[config.mk]
export PLATFORM = sky130hd
export DESIGN_NAME = scanline_edge_centroid_unit
export DESIGN_NICKNAME = d
export VERILOG_FILES = /design/src/rtl/core/scec_pkg.sv /design/src/rtl/core/scec_div.sv /design/src/rtl/core/scanline_edge_centroid_unit.sv
export SDC_FILE = /design/constraint.sdc
export NUM_CORES = 1
export LEC_CHECK = 0
export BUFFER_PORTS_ARGS = -buffer_cell sky130_fd_sc_hd__buf_2
export CAP_MARGIN = 40
export CORE_ASPECT_RATIO = 1.5
export CORE_MARGIN = 2
export CORE_UTILIZATION = 61
export CTS_CLUSTER_DIAMETER = 40
export DETAILED_ROUTE_END_ITERATION = 10
export GPL_TIMING_DRIVEN = 0
export HOLD_SLACK_MARGIN = 0.12
export PLACE_DENSITY_LB_ADDON = 0.12
export SLEW_MARGIN = 10
export SYNTH_ARGS = -nofsm -noshare
export SYNTH_HDL_FRONTEND = slang
export SYNTH_SLANG_ARGS = --single-unit
[constraint.sdc]
create_clock -name clk_i -period 10.2 [get_ports clk_i]
set_input_delay 0.51 -clock clk_i [delete_from_list [all_inputs] [get_ports clk_i]]
set_output_delay 0.51 -clock clk_i [all_outputs]
set_load 0.05 [all_outputs]
[src/rtl/core/scec_pkg.sv]
package scec_pkg;

  localparam int unsigned LineWidth = 1024;
  localparam int unsigned MaxLines  = 16;

  localparam int unsigned ColW    = 10;
  localparam int unsigned BrightW = 10;
  localparam int unsigned ThrW    = 12;
  localparam int unsigned CntW    = 11;
  localparam int unsigned SumW    = 20;
  localparam int unsigned LineW   = 4;
  // Scaled step and scaled threshold are both compared at this width.
  localparam int unsigned CmpW    = 14;

  localparam int unsigned DivSteps = SumW;
  localparam int unsigned StepW    = $clog2(DivSteps);

  localparam logic [ThrW-1:0] ThrReset = ThrW'(300);

  typedef struct packed {
    logic [7:0]      red;
    logic [7:0]      green;
    logic [7:0]      blue;
    logic [ColW-1:0] column;
    logic            end_of_line;
    logic            start_of_frame;
  } pixel_t;

  typedef struct packed {
    logic [LineW-1:0] line_number;
    logic [ColW-1:0]  centroid;
    logic [CntW-1:0]  edge_count;
    logic             found;
  } line_result_t;

endpackage

[src/rtl/core/scec_div.sv]
module scec_div
  import scec_pkg::*;
(
  input  logic            clk_i,
  input  logic            rst_ni,
  input  logic            start_i,
  input  logic [SumW-1:0] dividend_i,
  input  logic [CntW-1:0] divisor_i,
  output logic            done_o,
  output logic [SumW-1:0] quotient_o
);

  // Restoring division, one quotient bit per cycle. The dividend shifts out
  // of quo_q from the top while quotient bits shift in at the bottom.
  logic             busy_q;
  logic             done_q;
  logic [StepW-1:0] step_q;
  logic [CntW-1:0]  rem_q;
  logic [CntW-1:0]  div_q;
  logic [SumW-1:0]  quo_q;

  logic [CntW:0]    rem_sh;
  logic [CntW+1:0]  trial;
  logic             fits;

  assign rem_sh = {rem_q, quo_q[SumW-1]};
  assign trial  = {1'b0, rem_sh} - {2'b00, div_q};
  assign fits   = !trial[CntW+1];

  always_ff @(posedge clk_i or negedge rst_ni) begin
    if (!rst_ni) begin
      busy_q <= 1'b0;
      done_q <= 1'b0;
      step_q <= '0;
    end else begin
      done_q <= 1'b0;
      if (start_i) begin
        busy_q <= 1'b1;
        step_q <= '0;
      end else if (busy_q) begin
        if (step_q == StepW'(DivSteps - 1)) begin
          busy_q <= 1'b0;
          done_q <= 1'b1;
        end
        step_q <= step_q + StepW'(1);
      end
    end
  end

  always_ff @(posedge clk_i) begin
    if (start_i) begin
      rem_q <= '0;
      div_q <= divisor_i;
      quo_q <= dividend_i;
    end else if (busy_q) begin
      rem_q <= fits ? trial[CntW-1:0] : rem_sh[CntW-1:0];
      quo_q <= {quo_q[SumW-2:0], fits};
    end
  end

  assign done_o     = done_q;
  assign quotient_o = quo_q;

endmodule

[src/rtl/core/scanline_edge_centroid_unit.sv]
// Channel   Direction  Handshake                 Payload
// in        input      in_valid_i / in_ready_o   in_data_i   (pixel_t)
// out       output     out_valid_o / out_ready_i out_data_o  (line_result_t)
// cfg       input      cfg_we_i                  cfg_wdata_i (edge threshold)
//
// A pixel that does not end a line is taken, and the next may follow at once.
// A pixel that ends a line starts the serial divider (one quotient bit per
// cycle, 20 bits); the next item is taken only after the divider is done
// and its result is in the output register. A new item is accepted while
// it waits; after a second line end, input stalls until the first is taken.
// Reset restores threshold 300, clears running line state; no clearing pass.
module scanline_edge_centroid_unit
  import scec_pkg::*;
(
  input  logic            clk_i,
  input  logic            rst_ni,
  input  logic            in_valid_i,
  output logic            in_ready_o,
  input  pixel_t          in_data_i,
  output logic            out_valid_o,
  input  logic            out_ready_i,
  output line_result_t    out_data_o,
  input  logic            cfg_we_i,
  input  logic [ThrW-1:0] cfg_wdata_i
);

  typedef enum logic [1:0] {
    StIdle,
    StDiv,
    StHold
  } state_e;

  state_e           state_q;
  logic [ThrW-1:0]  thr_q;
  logic [BrightW-1:0] prev_q;
  logic [SumW-1:0]  sum_q;
  logic [CntW-1:0]  cnt_q;
  logic [LineW-1:0] line_q;
  logic [LineW-1:0] res_line_q;
  logic [CntW-1:0]  res_cnt_q;
  logic             out_valid_q;
  line_result_t     out_q;

  logic               accept;
  logic [BrightW-1:0] bright;
  logic [BrightW-1:0] prev_eff;
  logic [BrightW-1:0] diff;
  logic [CmpW-1:0]    diff_x10;
  logic [CmpW-1:0]    thr_x3;
  logic               is_edge;
  logic [SumW-1:0]    base_sum;
  logic [CntW-1:0]    base_cnt;
  logic [LineW-1:0]   base_line;
  logic [SumW-1:0]    sum_d;
  logic [CntW-1:0]    cnt_d;
  logic [LineW-1:0]   line_next;
  logic               div_done;
  logic [SumW-1:0]    quotient;
  logic               out_free;
  logic               res_load;
  line_result_t       result;

  assign in_ready_o = (state_q == StIdle);
  assign accept     = in_valid_i && in_ready_o;

  always_comb begin
    bright = BrightW'(in_data_i.red) + BrightW'(in_data_i.green)
           + BrightW'(in_data_i.blue);
    prev_eff = in_data_i.start_of_frame ? bright : prev_q;
    diff = (bright >= prev_eff) ? bright - prev_eff : prev_eff - bright;
    diff_x10 = (CmpW'(diff) << 3) + (CmpW'(diff) << 1);
    thr_x3   = (CmpW'(thr_q) << 1) + CmpW'(thr_q);

    base_sum  = in_data_i.start_of_frame ? '0 : sum_q;
    base_cnt  = in_data_i.start_of_frame ? '0 : cnt_q;
    base_line = in_data_i.start_of_frame ? '0 : line_q;

    // Once the count reaches the line width, further edges are dropped.
    is_edge = (diff_x10 > thr_x3) && (base_cnt < CntW'(LineWidth));
    sum_d   = base_sum + (is_edge ? SumW'(in_data_i.column) : '0);
    cnt_d   = base_cnt + CntW'(is_edge);

    line_next = (base_line == LineW'(MaxLines - 1)) ? '0 : base_line + LineW'(1);
  end

  scec_div u_div (
    .clk_i      (clk_i),
    .rst_ni     (rst_ni),
    .start_i    (accept && in_data_i.end_of_line),
    .dividend_i (sum_d),
    .divisor_i  (cnt_d),
    .done_o     (div_done),
    .quotient_o (quotient)
  );

  assign out_free = !out_valid_q || out_ready_i;
  assign res_load = ((state_q == StDiv) && div_done && out_free) ||
                    ((state_q == StHold) && out_free);

  always_comb begin
    result.line_number = res_line_q;
    result.edge_count  = res_cnt_q;
    result.found       = (res_cnt_q != '0);
    result.centroid    = result.found ? quotient[ColW-1:0] : '0;
  end

  always_ff @(posedge clk_i or negedge rst_ni) begin
    if (!rst_ni) begin
      state_q     <= StIdle;
      thr_q       <= ThrReset;
      prev_q      <= '0;
      sum_q       <= '0;
      cnt_q       <= '0;
      line_q      <= '0;
      out_valid_q <= 1'b0;
    end else begin
      if (cfg_we_i) begin
        thr_q <= cfg_wdata_i;
      end
      if (res_load) begin
        out_valid_q <= 1'b1;
      end else if (out_valid_q && out_ready_i) begin
        out_valid_q <= 1'b0;
      end
      case (state_q)
        StIdle: begin
          if (accept) begin
            prev_q <= bright;
            if (in_data_i.end_of_line) begin
              sum_q   <= '0;
              cnt_q   <= '0;
              line_q  <= line_next;
              state_q <= StDiv;
            end else begin
              sum_q  <= sum_d;
              cnt_q  <= cnt_d;
              line_q <= base_line;
            end
          end
        end
        StDiv: begin
          if (div_done) begin
            if (out_free) begin
              state_q <= StIdle;
            end else begin
              state_q <= StHold;
            end
          end
        end
        StHold: begin
          if (out_free) begin
            state_q <= StIdle;
          end
        end
        default: begin
          state_q <= StIdle;
        end
      endcase
    end
  end

  always_ff @(posedge clk_i) begin
    if (accept && in_data_i.end_of_line) begin
      res_line_q <= base_line;
      res_cnt_q  <= cnt_d;
    end
    if (res_load) begin
      out_q <= result;
    end
  end

  assign out_valid_o = out_valid_q;
  assign out_data_o  = out_q;

  // A line end always hands the line to the divider.
  assert property (@(posedge clk_i) disable iff (!rst_ni)
    (accept && in_data_i.end_of_line) |=> (state_q == StDiv))
    else $error("line end did not start the divider");

  // The divider only finishes while the sequencer waits for it.
  assert property (@(posedge clk_i) disable iff (!rst_ni)
    div_done |-> (state_q == StDiv))
    else $error("divider finished outside the divide state");

  // The running edge count never passes the line width.
  assert property (@(posedge clk_i) disable iff (!rst_ni)
    cnt_q <= CntW'(LineWidth))
    else $error("edge count beyond line width");

  // A line without edges reports a zero centroid.
  assert property (@(posedge clk_i) disable iff (!rst_ni)
    (out_valid_o && !out_data_o.found) |->
      (out_data_o.centroid == '0 && out_data_o.edge_count == '0))
    else $error("empty line carries a centroid");

  // A waiting result is never overwritten before it is taken.
  assert property (@(posedge clk_i) disable iff (!rst_ni)
    (out_valid_o && !out_ready_i) |=> $stable(out_data_o))
    else $error("pending result changed");

endmodule
# After elaboration in Yosys (flattened, before gate mapping)
# Index checks and enable logic that the tools add are counted.
[classes]
n_addsub = 11
n_lt_le_gt_ge = 3
n_eq_ne = 8
n_mux = 29
n_reduce_logical = 17
[op_table]
columns = ["operator", "count"]
rows = [
  ["two-way mux 20 bit", 4],
  ["two-way mux 11 bit", 3],
  ["two-way mux 10 bit", 3],
  ["adder 20 x 10 -> 20 bit", 1],
  ["subtractor 10 bit", 2],
  ["adder 13 x 11 -> 14 bit", 1],
  ["adder 13 x 12 -> 14 bit", 1],
  ["> comparator 14 bit", 1],
  ["subtractor 12 x 11 -> 13 bit", 1],
  ["two-way mux 4 bit", 3],
  ["adder 11 x 1 -> 11 bit", 1],
  ["less-than comparator 11 bit, second input constant", 1],
  ["nonzero test 11 bit", 1],
  ["adder 9 x 8 -> 10 bit", 1],
  ["greater-or-equal comparator 10 bit", 1],
  ["two-way mux 2 bit", 5],
  ["two-way mux 5 bit", 2],
  ["adder 8 x 8 -> 9 bit", 1],
  ["two-way mux 1 bit", 8],
  ["logical AND 1 bit", 7],
  ["!= test 2 x 1 -> 1 bit, second input constant", 3],
  ["one-hot mux 2 bit (3 select lines)", 1],
  ["adder 5 x 1 -> 5 bit, second input constant", 1],
  ["== test 5 bit, second input constant", 1],
  ["other kinds (11)", 14],
]
[totals]
regBits = 139
out_inout_bits = 28
elab_cells = 86

# Longest topological paths before layout
# Gate-level depths: netlist of run 1.
[logic_depth]
ltp_word = 11
depth_mapped = 54
ltp_nobuf = 52

# Modules after synthesis
# From an unflattened synthesis of run 1, not the netlist that was laid out.
[unflattened]
hier_cells = 951
area_unflattened_um2 = 9736.8
[modules_own_cells]
columns = ["module", "instances", "cells_each", "area_each_um2", "seq_area_each_um2"]
rows = [
  ["scanline_edge_centroid_unit", 1, 749, 7267.0, 2737.6],
  ["scec_div", 1, 202, 2469.9, 1326.3],
]

# Worst setup path before layout of run 1
# OpenSTA, ideal clock, no wires.
[synth_path]
path_type = "input to register"
startpoint = "input port in_data_i[13] (netlist name)"
endpoint = "register u_div.quo_q[16] (netlist: u_div.quotient_o[16]), data pin"
t_arrival_ns = 9.311
required_ns = 9.940
path_slack_ns = 0.629
path_stages = 49
path_buffers = 2
cell_sequence = "inv_1 -> fa_1 -> inv_1 -> ha_1 -> inv_1 -> fa_1 -> nor2b_1 -> o21ai_0 -> nand2b_1 -> a21o_1 -> a21o_1 -> xnor2_1 -> nor2_1 -> a21o_1 -> ha_1 -> nand3_1 -> nand2b_1 -> o21ai_2 -> [13 not listed] -> nand2_1 -> nor4_1 -> nand4b_1 -> o221ai_1 -> a211oi_1 -> clkbuf_1 -> nand2_1 -> fa_1 -> nor2b_1 -> o21ai_0 -> a21oi_1 -> o21ai_0 -> a21boi_0 -> o21ai_0 -> a21oi_1 -> o211ai_1 -> xnor2_1 -> mux2_2"
[synth_between]
elab_chain_len = 10
word_cells_on_any_way = 12
[synth_lines]
columns = ["item", "line", "rtl"]
rows = [
  ["start: declaration", "scanline_edge_centroid_unit.sv:19", "input pixel_t in_data_i,"],
  ["adder 9 x 8 -> 10 bit *", "scanline_edge_centroid_unit.sv:68", "+ BrightW'(in_data_i.blue);"],
  ["two-way mux 10 bit", "scanline_edge_centroid_unit.sv:69", "prev_eff = in_data_i.start_of_frame ? bright : prev_q;"],
  ["subtractor 10 bit / greater-or-equal comparator 10 bit (equally long branches)", "scanline_edge_centroid_unit.sv:70", "diff = (bright >= prev_eff) ? bright - prev_eff : prev_eff - bright;"],
  ["two-way mux 10 bit *", "scanline_edge_centroid_unit.sv:70", ""],
  ["adder 13 x 11 -> 14 bit *", "scanline_edge_centroid_unit.sv:71", "diff_x10 = (CmpW'(diff) << 3) + (CmpW'(diff) << 1);"],
  ["> comparator 14 bit *", "scanline_edge_centroid_unit.sv:79", "is_edge = (diff_x10 > thr_x3) && (base_cnt < CntW'(LineWidth));"],
  ["logical AND 1 bit *", "scanline_edge_centroid_unit.sv:79", ""],
  ["two-way mux 10 bit *", "scanline_edge_centroid_unit.sv:80", "sum_d = base_sum + (is_edge ? SumW'(in_data_i.column) : '0);"],
  ["adder 20 x 10 -> 20 bit *", "scanline_edge_centroid_unit.sv:80", ""],
  ["two-way mux 20 bit *", "scec_div.sv:51", "if (start_i) begin"],
  ["end signal: assignment", "scec_div.sv:54", "quo_q <= dividend_i;"],
  ["end signal: assignment", "scec_div.sv:57", "quo_q <= {quo_q[SumW-2:0], fits};"],
  ["end: declaration", "scec_div.sv:20", "logic [SumW-1:0] quo_q;"],
]
# Mark *: on every way between the ends. The rest lies on a longest branch, timed or not.
# A chain may end at the register's enable or synchronous reset.

# Worst setup path in the final report of run 1
# Ends and elaborated chain as after synthesis.

==> results of run 1 <==
flip-flops by register name, summed over array words and instances (netlist names), 4 cells and up:
name,flops
out_data_o,26
u_div.rem_q,11
u_div.quotient_o,20
line_q,4
res_line_q,4
u_div.div_q,11
u_div.step_q,5
prev_q,10
thr_q,12
cnt_q,11
sum_q,20
cells by family after synthesis:
family | count (synthesis) | share of synthesized area, %
AO/OA/AOI/OAI | 243 | 16.4
XOR/XNOR | 62 | 5.72
adder cells (fa/ha/maj) | 100 | 14.3
buffers and inverters | 109 | 4.44
flip-flops | 139 | 39.3
multiplexers | 36 | 4.07
AND/OR/NAND/NOR | 303 | 15.7
path summary, 6_finish.rpt:
check | startpoint | endpoint | slack, ps | cells after the start
max in group asynchronous | rst_ni | u_div.step_q[2] | 9090 | 3
max reg2reg | prev_q[0] | u_div.quotient_o[16] | 1650 | 42
min | cfg_wdata_i[10] | thr_q[10] | 310 | 3
max | in_data_i[13] | u_div.quotient_o[16] | 400 | 54
min reg2reg | res_line_q[2] | out_data_o[24] | 420 | 0
min in group asynchronous | rst_ni | prev_q[3] | 530 | 2
synth_stat cells, drive strengths merged (4+ instances only):
library cell,number,area share [%]
a21o,20,1.6
xor2,24,2.2
o21ai,94,5.0
a21oi,46,2.4
and3,5,0.33
dfstp,4,1.1
nor2,58,2.4
a22o,7,0.65
nor3,13,0.69
nand2b,12,0.79
ha,81,11
buf,8,0.43
clkbuf,25,1.0
dfrtp,63,17
o211ai,9,0.71
nand2,110,4.4
mux2,18,2.2
dfxtp,11,2.3
and2,25,1.6
xnor2,38,3.5
nand4,8,0.69
nor4,8,0.59
o21a,7,0.57
nand3,13,0.69
edfxtp,61,19
mux2i,18,1.9
o21bai,5,0.40
inv,76,3.0
fa,15,3.2
or3,5,0.33
a211oi,5,0.45
o31ai,13,1.0
a31oi,6,0.55
maj3,4,0.42
nor2b,34,2.2
a21boi,10,0.79
worst min-delay path, cell delays in order:
cell and delay [ps]:
buf_2 80, nand2_1 40, o21ai_0 50
stage by stage:
step | cell area [sq um] | std cells | setup slack [ps] | setup TNS, ps | util [%]
5_1_grt | 11100 | 1326 | -89.5 | -364 | 73.5
2_1_floorplan | 9490 | 992 | 629 | 0 | -
3_5_place_dp | 10200 | 1273 | -1260 | -23180 | 67.4
3_3_place_gp | 10100 | 1270 | -1190 | -20620 | 66.9
6_report | 11100 | 1326 | 396 | 0 | 73.5
4_1_cts | 10900 | 1309 | 31.9 | 0 | 71.8
routing by layer:
metal | global-route usage (%) | vias to the layer above
met1 | 29.0 | 3653
li1 | - | 3737
met4 | 7.33 | 0
met2 | 51.0 | 158
met5 | 0 | -
met3 | 4.12 | 39
cell usage in the layout (no fill, tap or decap), types with 6 or more instances in the layout:
master,n
inv_1,76
ha_1,78
nand2b_1,11
o31ai_1,13
o21ai_0,84
a21oi_2,9
nand3_1,12
dfrtp_1,63
mux2_2,17
edfxtp_1,61
nand4_1,7
xor2_1,22
xnor2_1,37
dfxtp_1,11
o21a_1,6
nor2_1,57
a21boi_0,10
o21ai_1,9
clkbuf_1,24
nor2b_1,33
nor3_1,13
and2_1,24
fa_1,13
buf_2,81
a21o_1,20
o211ai_1,9
a21oi_1,36
buf_4,22
nor4_1,6
clkbuf_16,19
a22o_1,7
nand2_1,110
mux2i_1,18
timing repair:
action | 4_1_cts | 5_1_grt
pin swaps | 3 | 20
endpoints found under the hold margin | 13 | 0
setup endpoints to repair | 26 | 27
setup buffers | 3 | 18
hold buffers | 1 | 0
gates cloned | 0 | 0
resized for setup | 10 | 31
final cells by class:
class                           count  area [sq um]  share of cell area (%)
Clock inverter                     12           120                    1.08
Clock buffer                       20           479                    4.31
Tap cell                          199           249                    2.24
Buffer                             32           136                    1.23
Sequential cell                   139          3730                    33.6
Inverter                           76           285                    2.56
Timing Repair Buffer              104           619                    5.57
Multi-Input combinational cell    744          5510                    49.5
==> summary.md, run 1 <==
| Metric | Value |
|---|---|
| Status | completed |
| Slew margin rel. | 37.6% |
| Max-cap violations | 0 |
| Area of the mapped netlist | 9490 sq um |
| HP Class | in2reg |
| Initial detailed-routing violation count | 316 |
| Sequential area share after synthesis | 39.3% |
| Netlist cell types | between 70 and 80 |
| Critical path's top delay family | compound AO/OA/AOI/OAI gates |
| Detailed-route wire length per cell | between 15 and 20 microns |
| P&R area growth vs syn | 17.3% |
| CP Data Arrival Time | approximately 10000 ps |
| Die X | ~110 microns |
| Routed wl met2 | between 10 and 15 mm |
| GRT Total Usage | 26.2% |
| Final Hold Viols | 0 |
| Row count | 55 |
| Antenna Nets Post-Route | 0 |
| Post-synthesis register bit count | 139 |
| CP Buf/Inv Count | 8 |
| DPL Wire Length | approximately 16 mm |
| EDFF count, synth | 61 |
| Final period util | between 90 and 100% |
| Post-Syn Instances | a little under 1000 |
| Post-synth top flop | dfrtp_1 |
| Global-route wire length before repair | around 35 mm |
| Achievable Freq | around 100 MHz |
| Maximum single-stage delay on the critical path | 540 ps |
| Max Slew Vio Count | 0 |
| Share of cells above drive strength 1 | approximately 18% |
| H-tree levels | 4 |
| Critical path class | in2reg |
| Clk root buf | clkbuf_16 |
| Syn. warnings | 0 |
| Metal-1 WL | approximately 8.4 mm |
| Async set-or-reset flop fraction in the synthesized netlist | 48.2% |
| Mapped Avg Cell Area | around 9.6 sq um |
| Total global routing overflow | 0 |
| IO Port Bufs | 79 |
| Full die area | 16600 sq um |
| Syn_nets | about 1100 |
| Number of global-route vias before repair | approximately 7500 |
| Chip height | 157 microns |
| DRT Wirelength | approximately 21 mm |
| Layout Nets | approximately 1300 |
| Vias per cell | around 5.7 |
| Largest net degree at the start of global routing | 51 |
| Initial antenna violation count | 0 |
| Initial core utilization | between 60% and 70% |
| # DRC | 0 |
| Worst-path clk slew | roughly 60 ps |
| Final setup fails | 0 |
| Core area | 15100 sq um |
| Fin crit period | between 9000 and 10000 ps |
| Clock Path Buffers | 2 |
| DR WL met3 | 561 microns |
| Layout fillers | approximately 1100 |
| Worst-margin pin slew | 926 ps |
| Top Layer Used | met4 |
| Clk_skew | approximately 12 ps |
| WHS | around 310 ps |
| Startpoint types | primary input |
| Ant diodes | 0 |
| Number of iterations in the first detailed-routing pass | 5 |
| Crit path required time | roughly 10000 ps |
| Slowest CP cell | fa_1 |
| Crit path max fanout | 10 |
| I/O pin count | 81 |
| CTS Buf Count | 17 |
| Placer Congestion | 0.900 |
| CTS tree | done |
| Sink Count | ~140 |
| Worst setup EP type | register |
| Via total after detailed routing | ~7600 |
| Worst skew pair latency | between 400 and 500 ps |
Power of run 1 is not shown: default switching activity piles up to over one toggle a cycle in this logic, so the estimate is an artifact.
==> inputs of run 2 (changes only) <==
--- a/config.mk
+++ b/config.mk
@@ -12,7 +12,6 @@
 export CORE_UTILIZATION = 61
 export CTS_CLUSTER_DIAMETER = 40
 export DETAILED_ROUTE_END_ITERATION = 10
-export GPL_TIMING_DRIVEN = 0
 export HOLD_SLACK_MARGIN = 0.12
 export PLACE_DENSITY_LB_ADDON = 0.12
 export SLEW_MARGIN = 10
==> summary.md, run 2 (synthesis gave the netlist of run 1 again) <==
| Metric | Value |
|---|---|
| Core area | around 15000 sq um |
| Max Slew Vio Count | 0 |
| Chip height | about 160 microns |
| Sink Count | between 100 and 150 |
| CTS Buf Count | 17 |
| Initial antenna violation count | 1 |
| Final setup fails | 0 |
| Number of iterations in the first detailed-routing pass | 5 |
| Max-cap violations | 0 |
| Clock Path Buffers | 2 |
| Maximum single-stage delay on the critical path | between 400 and 500 ps |
| DPL Wire Length | 14.9 mm |
| Final Hold Viols | 0 |
| Slowest CP cell | fa_1 |
| Placer Congestion | ~0.96 |
| Global-route wire length before repair | between 30 and 40 mm |
| # DRC | 0 |
| Vias per cell | about 5.7 |
| WHS | ~300 ps |
| Final period util | between 90% and 100% |
| Startpoint types | primary input |
| HP Class | in2reg |
| Clk root buf | clkbuf_16 |
| I/O pin count | a little over 80 |
| IO Port Bufs | 80 |
| Clk_skew | 14.1 ps |
| Worst skew pair latency | 410 ps |
| Initial detailed-routing violation count | 422 |
| Worst setup EP type | register |
| Initial core utilization | a little over three fifths |
| Layout fillers | 1220 |
| Crit path required time | approximately 10000 ps |
| Status | completed |
| Full die area | ~17000 sq um |
| Crit path max fanout | 11 |
| Commonest non-fill, non-tap cell in the layout | nand2_1 |
| DRT Wirelength | slightly above 20 mm |
| Slew margin rel. | between 50% and 60% |
| Row count | 55 |
| GRT Total Usage | about a quarter |
| CTS tree | done |
| Ant diodes | 0 |
| Most frequent cells in the layout | 109 x nand2_1, 87 x o21ai_0, 80 x ha_1, 80 x buf_2, 76 x inv_1 |
| Die X | 106 microns |
| Largest net degree at the start of global routing | between 60 and 70 |
| Layout Nets | between 1000 and 1500 |
| Number of global-route vias before repair | roughly 7300 |
| CP Data Arrival Time | ~9900 ps |
| Reg area | 3730 sq um |
| Critical path class | in2reg |
| Via total after detailed routing | around 7400 |
| Detailed-route wire length per cell | approximately 16 microns |
| P&R area growth vs syn | 14.7% |
| Max reg flops | 26 |
| Worst-path clk slew | ~70 ps |
| Worst-margin pin slew | between 600 and 700 ps |
| Share of cells above drive strength 1 | 16.7% |
| Achievable Freq | approximately 100 MHz |
| Antenna Nets Post-Route | 0 |
| Total global routing overflow | 0 |
| H-tree levels | 4 |
| Fin crit period | slightly below 10000 ps |
| Area of the multi-input gates | approximately 5400 sq um |
## run 2: cell types whose count changed in the layout (fill, tap and decap cells not counted), moves of 4 or more
cell	before	now
a21oi_1	36	43
clkbuf_1	24	0
inv_8	1	5
a21oi_2	9	3
## run 2: per-layer routing
layer / share of wire, % / GRT usage, % / up-vias
met5: 0.060 / 0 / -
met4: 2.2 / 8.90 / 2
met3: 3.4 / 3.83 / 39
met2: 56 / 48.5 / 160
met1: 39 / 26.9 / 3538
li1: - / - / 3674
## run 2: repair_timing
item,in CTS,in global routing
hold buffers,1,0
hold endpoints to repair,16,0
gates resized for setup,0,14
setup buffers,0,4
setup endpoints to repair,0,22
## run 2: per-stage QoR
stage	util (%)	instance area, sq um	cells	TNS, ps	setup WS, ps
6_report	71.9	10900	1296	0	555
3_3_place_gp	67.0	10100	1255	0	144
5_1_grt	71.9	10900	1296	-132	-55.9
3_5_place_dp	67.4	10200	1259	-16.6	-16.6
2_1_floorplan	-	9490	992	0	629
4_1_cts	71.5	10800	1292	0	321
## run 2: area by class of cell
class	count	share of cell area, %
clock inverters	15	1.65
clock buffers	17	3.91
well taps	199	2.29
multi-input cells	744	49.4
repair buffers	106	5.81
flip-flops and latches	139	34.3
inverters	76	2.62
## run 2: path summary, 6_finish.rpt
path / slack, ps / startpoint / cells after the start / endpoint
setup / recovery: 560 / in_data_i[13] / 50 / u_div.quotient_o[11]
hold / removal: 310 / cfg_wdata_i[10] / 3 / thr_q[10]
setup reg to reg: 1720 / prev_q[0] / 39 / u_div.quotient_o[11]
hold reg to reg: 410 / res_line_q[0] / 0 / out_data_o[22]
max in group asynchronous: 9030 / rst_ni / 4 / cnt_q[4]
min in group asynchronous: 610 / rst_ni / 3 / prev_q[4]
## run 2: worst max-delay path: cells and delay by family
family | cells | cell delay, ps
AOI/OAI and AO/OA | 18 | 3220
xor gates and xnor gates | 1 | 120
adders and majority gates | 7 | 2450
buffers and inverters | 8 | 900
muxes | 3 | 500
and+or+nand+nor | 13 | 2180
Power of run 2 is left out for the same reason.
